==> src/sv/closed_polyline_eval_and_perimeter_macros.svh <==
// Assertion macros for the polyline block
`ifndef CLOSED_POLYLINE_EVAL_AND_PERIMETER_MACROS_SVH
`define CLOSED_POLYLINE_EVAL_AND_PERIMETER_MACROS_SVH
// a implies b in the same cycle
`define CPL_ASSERT_IMP(label, a, b) \
	label: assert property (@(posedge clk) disable iff (!arst_n) (a) |-> (b)) \
		else $error("label failed");
// a implies b in the following cycle
`define CPL_ASSERT_NEXT(label, a, b) \
	label: assert property (@(posedge clk) disable iff (!arst_n) (a) |=> (b)) \
		else $error("label failed");
`endif

==> src/sv/cpl_pkg.sv <==
`default_nettype none
package cpl_pkg;
	localparam int MaxPoints = 256;
	localparam int IdxW = $clog2(MaxPoints);
	localparam logic [1:0] CMD_WRITE = 2'd0;
	localparam logic [1:0] CMD_EVAL = 2'd1;
	localparam logic [1:0] CMD_PERIM = 2'd2;

	// controller to datapath
	typedef struct packed {
		logic load;       // capture the input transaction
		logic wr;         // write vertex
		logic div_step;   // one modulo step
		logic rd;         // issue a read at rd_addr
		logic [1:0] rd_sel; // 0 first vertex, 1 second vertex
		logic blend;      // multiply stage
		logic blend2;     // rounding stage
		logic sq;         // squares of the edge
		logic rt_init;    // sum of squares, start a root
		logic rt_step;    // one root step
		logic acc;        // add root to sum
		logic perim_clr;  // clear sum
		logic out_pt;     // load point result
		logic out_pr;     // load perimeter result
	} cmd_t;

	typedef struct packed {
		logic div_done;
		logic rt_done;
	} stat_t;
endpackage
`default_nettype wire

==> src/sv/cpl_ctrl.sv <==
`default_nettype none
module cpl_ctrl (
	input  wire logic clk,
	input  wire logic arst_n,
	input  wire logic in_fire,
	input  wire logic [1:0] in_cmd,
	input  wire logic out_free,
	input  wire logic [cpl_pkg::IdxW:0] n,
	input  wire cpl_pkg::stat_t st,
	input  wire logic [cpl_pkg::IdxW-1:0] i0,
	output cpl_pkg::cmd_t c,
	output logic [cpl_pkg::IdxW-1:0] rd_addr,
	output logic busy
);
	import cpl_pkg::*;
	localparam logic [3:0] S_IDLE = 4'd0, S_DIV = 4'd1, S_RA = 4'd2, S_RB = 4'd3,
		S_WA = 4'd4, S_MUL = 4'd5, S_RND = 4'd6, S_OUTP = 4'd7, S_PRA = 4'd8,
		S_PRB = 4'd9, S_PW = 4'd10, S_SQ = 4'd11, S_SS = 4'd12, S_RT = 4'd13,
		S_ACC = 4'd14, S_OUTR = 4'd15;
	logic [3:0] state_q;
	logic [IdxW:0] k_q;
	always_comb begin
		c = '0;
		rd_addr = '0;
		busy = (state_q != S_IDLE);
		case (state_q)
			S_IDLE: c.load = in_fire;
			S_DIV: c.div_step = !st.div_done;
			S_RA: begin c.rd = 1'b1; c.rd_sel = 2'd0; rd_addr = i0; end
			S_RB: begin
				c.rd = 1'b1; c.rd_sel = 2'd1;
				rd_addr = i0 + 1'b1;
				if ({1'b0, i0} + 1'b1 >= n) rd_addr = '0;
			end
			S_MUL: c.blend = 1'b1;
			S_RND: c.blend2 = 1'b1;
			S_OUTP: c.out_pt = out_free;
			S_PRA: begin
				c.rd = 1'b1; c.rd_sel = 2'd0;
				rd_addr = (k_q == '0) ? IdxW'(n - 1'b1) : IdxW'(k_q - 1'b1);
			end
			S_PRB: begin c.rd = 1'b1; c.rd_sel = 2'd1; rd_addr = IdxW'(k_q); end
			S_SQ: c.sq = 1'b1;
			S_SS: c.rt_init = 1'b1;
			S_RT: c.rt_step = !st.rt_done;
			S_ACC: c.acc = 1'b1;
			S_OUTR: c.out_pr = out_free;
			default: ;
		endcase
		if (state_q == S_IDLE && in_fire && in_cmd == CMD_WRITE) c.wr = 1'b1;
		if (state_q == S_IDLE && in_fire && in_cmd == CMD_PERIM) c.perim_clr = 1'b1;
	end
	always_ff @(posedge clk or negedge arst_n) begin
		if (!arst_n) begin
			state_q <= S_IDLE;
			k_q <= '0;
		end else begin
			case (state_q)
				S_IDLE: if (in_fire) begin
					k_q <= '0;
					if (in_cmd == CMD_EVAL) state_q <= S_DIV;
					else if (in_cmd == CMD_PERIM) state_q <= S_PRA;
				end
				S_DIV: if (st.div_done) state_q <= S_RA;
				S_RA: state_q <= S_RB;
				S_RB: state_q <= S_WA;
				S_WA: state_q <= S_MUL;
				S_MUL: state_q <= S_RND;
				S_RND: state_q <= S_OUTP;
				S_OUTP: if (out_free) state_q <= S_IDLE;
				S_PRA: state_q <= S_PRB;
				S_PRB: state_q <= S_PW;
				S_PW: state_q <= S_SQ;
				S_SQ: state_q <= S_SS;
				S_SS: state_q <= S_RT;
				S_RT: if (st.rt_done) state_q <= S_ACC;
				S_ACC: begin
					k_q <= k_q + 1'b1;
					state_q <= (k_q + 1'b1 >= n) ? S_OUTR : S_PRA;
				end
				S_OUTR: if (out_free) state_q <= S_IDLE;
				default: state_q <= S_IDLE;
			endcase
		end
	end
endmodule
`default_nettype wire

==> config.mk <==
export PLATFORM = sky130hd
export DESIGN_NAME = cpl_ctrl
export DESIGN_NICKNAME = d
export VERILOG_FILES = /design/src/sv/closed_polyline_eval_and_perimeter_macros.svh /design/src/sv/cpl_pkg.sv /design/src/sv/cpl_ctrl.sv
export SDC_FILE = /design/constraint.sdc
export NUM_CORES = 1
export LEC_CHECK = 0
export ABC_AREA = 1
export BUFFER_PORTS_ARGS = -buffer_cell sky130_fd_sc_hd__buf_4
export CORE_MARGIN = 4
export CORE_UTILIZATION = 45
export DETAILED_ROUTE_END_ITERATION = 8
export MAX_ROUTING_LAYER = met4
export PLACE_DENSITY = 0.72
export SETUP_SLACK_MARGIN = 0.15
export SLEW_MARGIN = 10
export SYNTH_ARGS = -nofsm -noshare
export SYNTH_HDL_FRONTEND = slang
export SYNTH_SLANG_ARGS = --single-unit
==> constraint.sdc <==
create_clock -name clk -period 7.35 [get_ports clk]
set_clock_uncertainty 0.2 [all_clocks]
set_input_delay 1.47 -clock clk [delete_from_list [all_inputs] [get_ports clk]]
set_output_delay 1.47 -clock clk [all_outputs]
set_load 0.05 [all_outputs]
After elaboration in Yosys (flattened, before gate mapping)
Cells that the tools add are included.
{"block": "totals", "word_cells": 72, "output_inout_bits": 24, "latchBits": 0, "inputBits": 25, "ram_bits": 0, "n_memories": 0, "register_bits": 13, "mem_bits_ro": 0}
{"block": "classes", "bitwise": 0, "div": 0, "add_sub_neg": 5, "n_shift": 0, "n_mux": 26, "mul": 0, "eq_ne": 22, "reduce_logical": 15, "magnitude_cmp": 2}
{"operator": "$pmux W4 S15", "n": 1}
{"operator": "$eq A4 B4 Y1 const B", "n": 8}
{"operator": "$pmux W8 S4", "n": 1}
{"operator": "$mux W4", "n": 6}
{"operator": "$ge A9 B9 Y1", "n": 2}
{"operator": "$pmux W9 S2", "n": 1}
{"operator": "$eq A4 B3 Y1 const B", "n": 4}
{"operator": "$mux W8", "n": 2}
{"operator": "$sub A8 B1 Y8 const B", "n": 2}
{"operator": "$mux W1", "n": 12}
{"operator": "$add A8 B1 Y9 const B", "n": 1}
{"operator": "$add A9 B1 Y9 const B", "n": 1}
{"operator": "$logic_not A9 Y1", "n": 1}
{"operator": "$mux W9", "n": 1}
{"operator": "$add A8 B1 Y8 const B", "n": 1}
{"operator": "$eq A4 B2 Y1 const B", "n": 2}
{"operator": "$ne A2 B2 Y1 const B", "n": 3}
{"operator": "$pmux W3 S2", "n": 1}
{"operator": "$reduce_or A2 Y1", "n": 3}
{"operator": "$reduce_and A5 Y1", "n": 1}
{"operator": "$eq A4 B1 Y1 const B", "n": 1}
{"operator": "$logic_not A4 Y1", "n": 1}
{"operator": "$reduce_bool A4 Y1", "n": 1}
{"operator": "$logic_and A1 B1 Y1", "n": 3}
{"operator": "other kinds (9)", "n": 10}

Longest topological paths before layout
{"block": "logic_depth", "depth_word": 5, "ltp_mapped": 18, "ltp_nobuf": 18}

Worst setup path after synthesis
No wires, ideal clock.
{"block": "synth_path", "kind": "input to output", "startpoint": "in i0[0] (netlist bit)", "endpoint": "out rd_addr[7] (netlist bit)", "path_stages": 13, "n_path_buf": 0, "required_ns": 5.680, "arrival_time_ns": 3.494, "slack_ns": 2.186, "cell_sequence": "ha_1 nand2_1 nor2_1 nand3_1 xor2_1 inv_1 ha_1 a21o_1 o21bai_1 nand3_1 nand2_1 inv_1 nand2_1"}
{"block": "synth_between", "elab_chain_len": 4, "elab_cells_between_ends": 5, "classes_between": "add/sub: 2; order compare: 1; mux: 2"}
{"item": "from (decl)", "line_no": "cpl_ctrl.sv:10", "source": "input wire logic [cpl_pkg::IdxW-1:0] i0,"}
{"item": "$add A8 B1 Y9", "line_no": "cpl_ctrl.sv:33", "source": "if ({1'b0, i0} + 1'b1 >= n) rd_addr = '0;"}
{"item": "$ge A9 B9 Y1", "line_no": "cpl_ctrl.sv:33"}
{"item": "$mux W8 *", "line_no": "cpl_ctrl.sv:33"}
{"item": "$pmux W8 S4 *", "line_no": "cpl_ctrl.sv:26", "source": "case (state_q)"}
{"item": "to (decl)", "line_no": "cpl_ctrl.sv:12", "source": "output logic [cpl_pkg::IdxW-1:0] rd_addr,"}
Every way passes the cells marked *; elsewhere a longest branch is shown, timed or not.

Final worst setup path
{"block": "layout_path", "startpoint": "in i0[1] (netlist bit)", "endpoint": "out rd_addr[6] (netlist bit)"}
The elaborated chain is that of the path after synthesis.

==> results.json <==
{
  "crit_chain": "buf_4 > ha_1 > nand2_1 > nor2_1 > nand3_1 > xor2_1 > inv_1 > ha_1 > a21o_1 > o21bai_1 > nand3_1 > nand2_1 > inv_1 > nand2_1 > buf_4",
  "ant_nets": 0,
  "ys_types": 33,
  "grt_start_max_net_pins": 14,
  "ys_seq_area_share_pct": 16.05,
  "cp_max_fo": 8,
  "outcome": "finished clean",
  "viasPerCell": 5.096,
  "drt-wirelength-per-cell_um": 12.39,
  "nets": 432,
  "cts_max_level": 1,
  "ys_top_cells_by_area": "dfrtp_1, nand2_1, ha_1",
  "portBuffers": 47,
  "die_h_um": 75.12,
  "cts_tree": "done",
  "dpl_cell_area_um2": 2426,
  "synthTopCellsByCount": "nand2_1, inv_1, nor2_1",
  "worst-endpoint-arrival_ns": 3.82,
  "wl_um": 5401,
  "syn_nets": 382,
  "grt_pass1_vias": 1962,
  "setup_tns_ns": 0,
  "grt_pass1_wl_um": 8735,
  "maxSlewHeadroom_pct": 58.64,
  "initial_core_util_pct": 46.55,
  "setup-violations-final": 0,
  "cp_top_family": "compound AO/OA/AOI/OAI gates",
  "drtPass1Iterations": 4,
  "cpPeakStageDelay_ns": 0.51,
  "fp.dieW_um": 75.12,
  "endpoint_kind": "output port",
  "place_worst_setup_slack_ns": 1.873,
  "cp_slowest_cell": "o21bai_1",
  "r2r_slack_ns": 4.56,
  "worst_slack_ns": 1.858,
  "required_ns": 5.68,
  "area_growth_syn_to_layout_pct": 21.91,
  "async_flop_share_pct": 100.0,
  "yosysMostFrequentCell": "nand2_1",
  "hold_buffers": 0,
  "rsz0062_at_grt": "no",
  "fmax_mhz": 182.1,
  "num_vias": 2222,
  "cellLeakagePower_uw": 0.001458,
  "gp_congestion": 0.8943,
  "fin_crit_ns": 5.492,
  "antennaDiodeCount": 0,
  "criticalPathCategory": "input port to output port",
  "design_area_um2": 2471,
  "synth_area_per_cell_um2": 6.051,
  "ys_ff_latch": 13,
  "worstMarginPinSlew_ns": 0.6192,
  "drc": 0,
  "crit_buf_inv": 4,
  "fp-row-count": 24,
  "synth_top_cell_by_area": "dfrtp_1",
  "synth-edff-count": 0,
  "antenna_found_initial": 0,
  "power_density_nw_per_um2": 467.8,
  "clk_pin_slew_ns": 0.05,
  "die_area_um2": 5642,
  "ir_drop_uv": 253.0,
  "min_period_over_period_pct": 74.71,
  "synth_ff_type": "dfrtp_1",
  "place_hpwl_um": 4715,
  "max_cap_viol_count": 0,
  "ios": 49,
  "core_area_um2": 4354,
  "cts.sinks": 13,
  "grt_overflow": 0,
  "synth_top_area_share_pct": 16.05,
  "syn_inst": 335,
  "post_cts_buffers": 0,
  "cts-resized-gates": 0,
  "numCtsBuffers": 3,
  "dr.first_iter.drc_count": 134,
  "path_common_cell": "nand2_1",
  "grt.total_usage_pct": 20.49,
  "cts_root_buffer": "clkbuf_8",
  "hp-class": "register to register",
  "cts_max_path_buffers": 2,
  "drv_slew": 0,
  "final_layout_size_suffix_gt1_share_pct": 17.97,
  "synth_warnings": 0,
  "netlist_area_um2": 2027,
  "hold_viol": 0,
  "insertion_delay_ns": 0.24,
  "worst_setup_path_start_kind": "input port"
}
tightest hold or removal path: cells and delay by family, from the launching register on:
kind | cells | cell delay [ns]
simple gates | 2 | 0.16
flops | 1 | 0.38
layout by cell type (no fill, tap or decap), drive strengths merged:
cell / count
nand2: 82
a211oi: 1
o22ai: 12
buf: 47
o21a: 1
o211ai: 1
nand4: 3
a21o: 1
nor3: 7
inv: 71
o21ai: 14
dfrtp: 13
nor2: 43
o21bai: 2
or2: 4
xor2: 10
clkbuf: 4
conb: 1
a221oi: 1
ha: 22
nand3b: 2
a21oi: 12
nand3: 30
flip-flops by register name, summed over array words and instances, names as in the netlist:
signal	count
k_q	9
state_q	4
cell type report:
cell class	count	area (um2)
repair buffers	47	352.8
inverters	71	266.5
clock buffers	4	45.04
flip-flops and latches	13	325.3
multi-input cells	249	1416
well taps	52	65.06
fillers	443	1883
metrics by stage:
step                util (%)  instances  power, uW  hold slack, ns
floorplan                  -        335      880.8          0.3158
global placement       55.72        432       1078          0.3479
detailed placement     55.72        432       1089          0.3489
CTS                    56.75        436       1159          0.3672
global route           56.75        436       1290          0.4308
finish                 56.75        436       1156          0.3677
layer usage:
metal	routed length [um]	track usage, %	up-vias
li1	-	-	1166
met1	2418	27.04	998
met2	2629	33.75	50
met3	268	1.202	8
met4	85	5.929	0
met5	0	-	-
final timing paths:
kind / start / to / cells after the start
hold / removal: k_q[8] / k_q[8] / 2
setup reg to reg: k_q[0] / state_q[1] / 17
max in group asynchronous: arst_n / k_q[5] / 1
min in group asynchronous: arst_n / state_q[1] / 1
hold reg to reg: k_q[8] / k_q[8] / 2
setup / recovery: i0[1] / rd_addr[6] / 15
kinds of logic (layout without fill, tap and decap cells):
logic type,after synthesis,in the layout,share of synthesized area (%)
buffers and inverters,73,122,14.07
AO/OA/AOI/OAI,45,45,13.58
flip-flops,13,13,16.05
AND/OR/NAND/NOR,171,171,38.21
adder cells (fa/ha/maj),22,22,13.58
other,1,1,0.1850
XOR/XNOR,10,10,4.321
power breakdown:
group	switching [uW]	internal (uW)
clock network	24.3	38.2
logic	637	306
registers	45.5	104
total	707	449
(Power assumes the default switching activity.)
